## src/rtl/core/pfba_pkg.sv

```systemverilog
// Package with the shared types and codes of the page frame bitmap allocator.
package pfba_pkg;

   localparam logic [1:0] ACT_ALLOC   = 2'd0;
   localparam logic [1:0] ACT_FREE    = 2'd1;
   localparam logic [1:0] ACT_RESERVE = 2'd2;

   localparam logic [1:0] ST_OK           = 2'd0;
   localparam logic [1:0] ST_NO_SPACE     = 2'd1;
   localparam logic [1:0] ST_ALREADY_FREE = 2'd2;
   localparam logic [1:0] ST_RANGE        = 2'd3;

   localparam int unsigned MANAGED_RESET = 4096;

   typedef struct packed {
      logic [1:0]  action;
      logic [11:0] frame_index;
      logic [12:0] run_length;
      logic [12:0] align_frames;
   } req_word_type;

   typedef struct packed {
      logic [1:0]  status;
      logic [11:0] base_frame;
      logic [12:0] frames_done;
      logic [12:0] free_count;
   } rsp_word_type;

   typedef enum logic [3:0] {
      OP_IDLE,
      OP_CLEAR,
      OP_LOAD,
      OP_CNT_EV,
      OP_CNT_FIN,
      OP_PREP,
      OP_ALLOC_EV,
      OP_ALLOC_OK,
      OP_MARK,
      OP_FREE_EV,
      OP_RES_EV,
      OP_SET_ST,
      OP_EMIT
   } dp_op_type;

   typedef struct packed {
      dp_op_type  op;
      logic [1:0] st;
   } dp_cmd_type;

   typedef struct packed {
      logic [1:0] act;
      logic       len_zero;
      logic       dirty;
      logic       p_at_m;
      logic       p_last;
      logic       start_fits;
      logic       run_end;
      logic       count_done;
      logic       bit_used;
   } dp_status_type;

endpackage

```

## src/rtl/core/pfba_ctrl.sv

```systemverilog
// Controller state machine of the allocator, sequencing the datapath for each request word.
module pfba_ctrl (
   input  logic                    clock,
   input  logic                    reset,
   input  pfba_pkg::dp_status_type status,
   output pfba_pkg::dp_cmd_type    cmd,
   input  logic                    req_valid,
   output logic                    req_ready,
   output logic                    rsp_valid,
   input  logic                    rsp_ready
);

   typedef enum logic [17:0] {
      S_CLEAR = 18'b000000000000000001,
      S_IDLE  = 18'b000000000000000010,
      S_PREP  = 18'b000000000000000100,
      S_C_CHK = 18'b000000000000001000,
      S_C_RD  = 18'b000000000000010000,
      S_C_EV  = 18'b000000000000100000,
      S_A_CHK = 18'b000000000001000000,
      S_A_RD  = 18'b000000000010000000,
      S_A_EV  = 18'b000000000100000000,
      S_A_OK  = 18'b000000001000000000,
      S_A_MRK = 18'b000000010000000000,
      S_F_CHK = 18'b000000100000000000,
      S_F_RD  = 18'b000001000000000000,
      S_F_EV  = 18'b000010000000000000,
      S_R_CHK = 18'b000100000000000000,
      S_R_RD  = 18'b001000000000000000,
      S_R_EV  = 18'b010000000000000000,
      S_DONE  = 18'b100000000000000000
   } state_type;

   state_type state_ff, state_in;
   logic      rsp_valid_ff, rsp_valid_in;
   logic      slot_free;

   assign slot_free = !rsp_valid_ff || rsp_ready;
   assign req_ready = (state_ff == S_IDLE);
   assign rsp_valid = rsp_valid_ff;

   always_comb begin
      state_in     = state_ff;
      cmd.op       = pfba_pkg::OP_IDLE;
      cmd.st       = pfba_pkg::ST_OK;
      rsp_valid_in = rsp_valid_ff && !rsp_ready;
      case (state_ff)
         S_CLEAR: begin
            cmd.op = pfba_pkg::OP_CLEAR;
            if (status.p_last) begin
               state_in = S_IDLE;
            end
         end
         S_IDLE: begin
            if (req_valid) begin
               cmd.op   = pfba_pkg::OP_LOAD;
               state_in = status.dirty ? S_C_CHK : S_PREP;
            end
         end
         S_C_CHK: begin
            if (status.p_at_m) begin
               cmd.op   = pfba_pkg::OP_CNT_FIN;
               state_in = S_PREP;
            end else begin
               state_in = S_C_RD;
            end
         end
         S_C_RD: begin
            state_in = S_C_EV;
         end
         S_C_EV: begin
            cmd.op   = pfba_pkg::OP_CNT_EV;
            state_in = S_C_CHK;
         end
         S_PREP: begin
            cmd.op = pfba_pkg::OP_PREP;
            if (status.act == pfba_pkg::ACT_ALLOC && !status.len_zero) begin
               state_in = S_A_CHK;
            end else if (status.act == pfba_pkg::ACT_FREE) begin
               state_in = S_F_CHK;
            end else if (status.act == pfba_pkg::ACT_RESERVE) begin
               state_in = S_R_CHK;
            end else begin
               state_in = S_DONE;
            end
         end
         S_A_CHK: begin
            if (!status.start_fits) begin
               cmd.op   = pfba_pkg::OP_SET_ST;
               cmd.st   = pfba_pkg::ST_NO_SPACE;
               state_in = S_DONE;
            end else begin
               state_in = S_A_RD;
            end
         end
         S_A_RD: begin
            state_in = S_A_EV;
         end
         S_A_EV: begin
            cmd.op = pfba_pkg::OP_ALLOC_EV;
            if (status.bit_used) begin
               state_in = S_A_CHK;
            end else if (status.run_end) begin
               state_in = S_A_OK;
            end else begin
               state_in = S_A_RD;
            end
         end
         S_A_OK: begin
            cmd.op   = pfba_pkg::OP_ALLOC_OK;
            state_in = S_A_MRK;
         end
         S_A_MRK: begin
            cmd.op = pfba_pkg::OP_MARK;
            if (status.run_end) begin
               state_in = S_DONE;
            end
         end
         S_F_CHK: begin
            if (status.count_done) begin
               state_in = S_DONE;
            end else if (status.p_at_m) begin
               cmd.op   = pfba_pkg::OP_SET_ST;
               cmd.st   = pfba_pkg::ST_RANGE;
               state_in = S_DONE;
            end else begin
               state_in = S_F_RD;
            end
         end
         S_F_RD: begin
            state_in = S_F_EV;
         end
         S_F_EV: begin
            cmd.op   = pfba_pkg::OP_FREE_EV;
            state_in = status.bit_used ? S_F_CHK : S_DONE;
         end
         S_R_CHK: begin
            if (status.p_at_m) begin
               cmd.op   = pfba_pkg::OP_SET_ST;
               cmd.st   = pfba_pkg::ST_RANGE;
               state_in = S_DONE;
            end else begin
               state_in = S_R_RD;
            end
         end
         S_R_RD: begin
            state_in = S_R_EV;
         end
         S_R_EV: begin
            cmd.op   = pfba_pkg::OP_RES_EV;
            state_in = S_DONE;
         end
         S_DONE: begin
            if (slot_free) begin
               cmd.op       = pfba_pkg::OP_EMIT;
               rsp_valid_in = 1'b1;
               state_in     = S_IDLE;
            end
         end
         default: begin
            state_in = S_IDLE;
         end
      endcase
   end

   always_ff @(posedge clock) begin
      if (reset) begin
         state_ff     <= S_CLEAR;
         rsp_valid_ff <= 1'b0;
      end else begin
         state_ff     <= state_in;
         rsp_valid_ff <= rsp_valid_in;
      end
   end

   a_emit_into_free_slot: assert property (@(posedge clock) disable iff (reset)
      cmd.op == pfba_pkg::OP_EMIT |-> slot_free)
      else $error("Result word loaded while the output register is still full.");

   a_no_accept_in_clear: assert property (@(posedge clock) disable iff (reset)
      state_ff == S_CLEAR |-> !req_ready)
      else $error("Request accepted during the clearing pass.");

   a_emit_sets_valid: assert property (@(posedge clock) disable iff (reset)
      cmd.op == pfba_pkg::OP_EMIT |=> rsp_valid_ff)
      else $error("Result word loaded without raising valid.");

endmodule
```

## config.mk

```make
export PLATFORM = sky130hd
export DESIGN_NAME = pfba_ctrl
export DESIGN_NICKNAME = d
export VERILOG_FILES = /design/src/rtl/core/pfba_pkg.sv /design/src/rtl/core/pfba_ctrl.sv
export SDC_FILE = /design/constraint.sdc
export NUM_CORES = 1
export LEC_CHECK = 0
export BUFFER_PORTS_ARGS = -buffer_cell sky130_fd_sc_hd__buf_2
export CORE_MARGIN = 2
export CORE_UTILIZATION = 62
export CTS_BUF_LIST = sky130_fd_sc_hd__clkbuf_2
export CTS_CLUSTER_DIAMETER = 200
export DETAILED_ROUTE_END_ITERATION = 8
export PLACE_DENSITY = 0.88
export SYNTH_ARGS = -nofsm -noshare
export SYNTH_HDL_FRONTEND = slang
export SYNTH_SLANG_ARGS = --single-unit
```

## constraint.sdc

```tcl
create_clock -name clock -period 5.1 [get_ports clock]
set_input_delay 1.02 -clock clock [delete_from_list [all_inputs] [get_ports clock]]
set_output_delay 1.02 -clock clock [all_outputs]
set_load 0.02 [all_outputs]
```

### After elaboration in Yosys (flattened, before gate mapping)

Cells that the tools add are included.

| storage, ports and cells | value |
|---|---|
| flip-flop bits (word level) | 19 |
| bits of input ports | 14 |
| word-level logic and storage cells | 61 |
| output and inout bits | 8 |

| operators by class | value |
|---|---|
| reduce and logical (&&, ||, !) cells | 8 |
| multiplexer cells | 27 |
| equal/unequal tests | 24 |

Operators by type and width:

| cell | number |
|---|---|
| 18-bit case mux with 18 select lines | 1 |
| 18-bit 2-to-1 mux | 12 |
| 4-bit case mux with 14 select lines | 1 |
| 10-bit 2-to-1 mux | 2 |
| 18-bit by 1-bit == test with 1-bit output, second input constant | 1 |
| 18-bit by 10-bit == test with 1-bit output, second input constant | 1 |
| 18-bit by 11-bit == test with 1-bit output, second input constant | 1 |
| 18-bit by 12-bit == test with 1-bit output, second input constant | 1 |
| 18-bit by 13-bit == test with 1-bit output, second input constant | 1 |
| 18-bit by 14-bit == test with 1-bit output, second input constant | 1 |
| 18-bit by 15-bit == test with 1-bit output, second input constant | 1 |
| 18-bit by 16-bit == test with 1-bit output, second input constant | 1 |
| 18-bit by 17-bit == test with 1-bit output, second input constant | 1 |
| 18-bit == test, second input constant | 1 |
| 18-bit by 2-bit == test with 1-bit output, second input constant | 1 |
| 18-bit by 3-bit == test with 1-bit output, second input constant | 1 |
| 18-bit by 4-bit == test with 1-bit output, second input constant | 1 |
| 18-bit by 5-bit == test with 1-bit output, second input constant | 1 |
| 18-bit by 6-bit == test with 1-bit output, second input constant | 1 |
| 18-bit by 7-bit == test with 1-bit output, second input constant | 1 |
| 18-bit by 8-bit == test with 1-bit output, second input constant | 1 |
| 18-bit by 9-bit == test with 1-bit output, second input constant | 1 |
| 6-bit 2-to-1 mux | 3 |
| 4-bit 2-to-1 mux | 2 |
| 13 further kinds | 20 |

### Logic depth before layout (Yosys ltp)

| depth | value |
|---|---|
| word-level depth | 5 |
| depth in mapped cells | 8 |
| gate-level depth less buffers | 8 |

### Worst setup path after synthesis

No wires, ideal clock.

| timing | value |
|---|---|
| kind | reg-to-output |
| start | register state_ff[0] |
| end | output port cmd[5] (netlist bit) |
| stages on the path, launching flop included | 7 |
| path slack | 1.903 ns |
| data arrival time | 2.177 ns |
| path through | dfxtp_1 > buf_6 > nor4_4 > nand4_1 > or2_2 > o21ai_0 > nand3b_1 |

RTL lines:

| item | RTL line | text |
|---|---|---|
| from (decl) | pfba_ctrl.sv:34 | `state_type state_ff, state_in;` |
| from (signal assigned) | pfba_ctrl.sv:171 | `state_ff <= state_in;` |
| to (decl) | pfba_ctrl.sv:6 | `output pfba_pkg::dp_cmd_type cmd,` |

==> impl_metrics.ini <==
[setup_path]
cp-start-kind = flop
crit_arrival_ps = 2700
cp_max_fo = 8
max_stage_delay_ps = 750
cp_cell_sequence = nor4_4 -> nand4_4 -> nor4_1 -> nor2_1 -> nand3b_1 -> buf_2
cp-end-kind = primary output
slowest_stage = nor4_1
crit_type = flop to primary output
required_ps = 4080

[placed_design]
port_buffers = 21
gp_congestion = 0.995
dpl_cell_area_um2 = 1430
dp_hpwl_um = 2670

[logic_synthesis]
synthDistinctLibCells = 50
ys_warn_count = 0
synthCells = 155
synth-seq-cells = 19
syn_area_per_cell_um2 = 8.55
synth_edf_count = 0
synth_area_um2 = 1330
syn-num-nets = 172
synth_ff_type = dfxtp_1
yosysSeqAreaShare_pct = 28.7
synthArstFlopShare_pct = 0

[power_and_ir_drop]
p_per_area_nw_per_um2 = 202
seqPwrFrac_pct = 54.7
clockPowerShare_pct = 23.6
netSwitchingFraction_pct = 32.8
intPower_uw = 197
comb_power_share_pct = 21.7
switchingPower_uw = 96.1
cellLeakagePower_nw = 0.580
ir_drop_uv = 171

[timing]
hold_viol_final = 0
slew_viol_final = 0
fin_crit_ps = 3720
fmax_ghz = 0.269
worst_clock_skew_ps = 4.78
fin_crit_sh_pct = 73.0
setup_tns_ps = 0
rsz0062_at_grt = no
worst_pin_slew_ps = 861
slew_headroom_pct = 42.1
setup_viol = 0

[routing]
route.detailed.drc = 0
met1_length_um = 1380
wl_um = 3390
via_per_inst = 6.74
met2_length_um = 1600
ant_nets = 0
num_vias = 1361
top_layer = met4
drt_iter0_markers = 106
dr.pass1.iters = 5
dr_wl_met3_um = 322
routedWlPerCell_um = 16.8

[finish]
fin_area_um2 = 1450
final_util_pct = 73.0
num_antenna_cells = 0
layout.nets = 193
drive_gt1_share_pct = 23.4
syn_to_final_growth_pct = 9.25

[clock_tree]
post_cts_buffers = 0
path_clk_slew_ps = 200
numClockSinks = 19
cts_tree = yes
ctsLongestPathBuffers = 2
cts-htree-levels = 1
cts_resized = 0
numCtsBuffers = 3
root_buffer = clkbuf_2
clk_latency_ps = 320
holdBufCountCts = 0

[floorplanning]
fp.dieH_um = 50.2
core_um2 = 1980
start_util_pct = 66.9
die_w_um = 50.2
num_rows = 16
fp.dieArea_um2 = 2520
pin_count = 22

[grt]
grt_max_degree = 18
overflow = 0
grt_pass1_vias = 1274
grtUsageTotal_pct = 30.1
grt_pass1_wl_um = 5760
antenna_found_initial = 0

[outcome]
status = completed

[worst_hold_path]
hp-class = flop to flop

[job]
max_cap_violations = 0
-- area by class of cell --
type                       instances  area (um2)
clock buffer                       3        15.0
clock inverter                     1        5.00
fill                             156         534
inverter                           9        33.8
multi-input combinational        122         875
sequential                        19         380
tap                               27        33.8
timing repair buffer              21         105
-- cells by family after synthesis --
group	share of synthesized area (%)
simple gates	46.5
fa+ha+maj	2.83
buf+inv	5.29
xor+xnor	3.97
compound gates	12.7
flops	28.7
-- registers in the layout, indices dropped and copies added, names as in the netlist --
signal	count
state_ff	18
rsp_valid	1
-- stage by stage --
stage / total power [mW] / std cells / setup slack, ps / hold WS, ps
after CTS: 0.291 / 202 / 1470 / 566
after floorplan: 0.210 / 155 / 1900 / 484
after detailed placement: 0.225 / 198 / 1850 / 540
after global routing: 0.305 / 202 / 1240 / 592
final: 0.293 / 202 / 1380 / 567
after global placement: 0.223 / 198 / 1870 / 525
-- per-layer routing --
layer	vias up	global-route usage, %
met5	-	0
met4	0	10.6
met3	14	4.76
met2	91	50.7
met1	622	38.6
li1	634	-
-- final timing paths --
path,start,to,slack [ps],depth (start not counted)
worst min-delay path,state_ff[5]$_SDFFE_PP0P_,state_ff[5]$_SDFFE_PP0P_,570,1
worst min register to register,state_ff[5]$_SDFFE_PP0P_,state_ff[5]$_SDFFE_PP0P_,570,1
worst max register to register,state_ff[0]$_SDFFE_PP1P_,state_ff[1]$_SDFFE_PP0P_,2670,6
worst max-delay path,state_ff[0]$_SDFFE_PP1P_,cmd[5],1380,6
-- cells in the final DEF, fill, tap and decap left out, drive strengths merged, types with 3 or more instances in the layout --
| master | instances |
|---|---|
| nand2b | 9 |
| nor3 | 8 |
| a21oi | 6 |
| nand2 | 7 |
| nand3 | 8 |
| nand4 | 6 |
| dfxtp | 19 |
| clkbuf | 3 |
| inv | 9 |
| buf | 21 |
| nor4 | 16 |
| ha | 3 |
| nor2 | 15 |
| nor4b | 5 |
| xnor2 | 4 |
-- cell usage after synthesis, types with 2 or more instances --
| cell | n | share of area, % |
|---|---|---|
| or3_1 | 2 | 0.94 |
| nor2_1 | 15 | 4.2 |
| nor4b_1 | 4 | 2.6 |
| nand4_1 | 5 | 2.4 |
| a21oi_1 | 5 | 1.9 |
| nand3_1 | 8 | 3.0 |
| nor4_1 | 11 | 5.2 |
| a2bb2oi_1 | 2 | 1.3 |
| nor4_4 | 3 | 4.8 |
| xnor2_1 | 4 | 2.6 |
| and3_1 | 2 | 0.94 |
| nor3_1 | 8 | 3.0 |
| buf_2 | 2 | 0.76 |
| nand2b_1 | 8 | 3.8 |
| inv_1 | 9 | 2.5 |
| a22oi_1 | 2 | 1.1 |
| xor2_1 | 2 | 1.3 |
| nor4_2 | 2 | 1.9 |
| nand2_1 | 7 | 2.0 |
| nor2b_1 | 2 | 0.94 |
| dfxtp_1 | 19 | 29 |
| o22ai_1 | 2 | 0.94 |
| buf_6 | 2 | 1.7 |
| ha_1 | 3 | 2.8 |
-- worst max-delay path: cells and delay by family (launching register included) --
kind	cells	cell delay, ps
buffers and inverters	1	160
flip-flops	1	450
AND/OR/NAND/NOR	5	1760
-- power by group through the flow --
stage | clock network [mW] | registers, mW | logic (mW)
final | 0.0690 | 0.160 | 0.0635
after global routing | 0.0750 | 0.161 | 0.0685
after CTS | 0.0690 | 0.160 | 0.0625
after detailed placement | 0 | 0.163 | 0.0621
after global placement | 0 | 0.162 | 0.0608
after floorplan | 0 | 0.156 | 0.0547
Power figures use the tool's default switching activity.
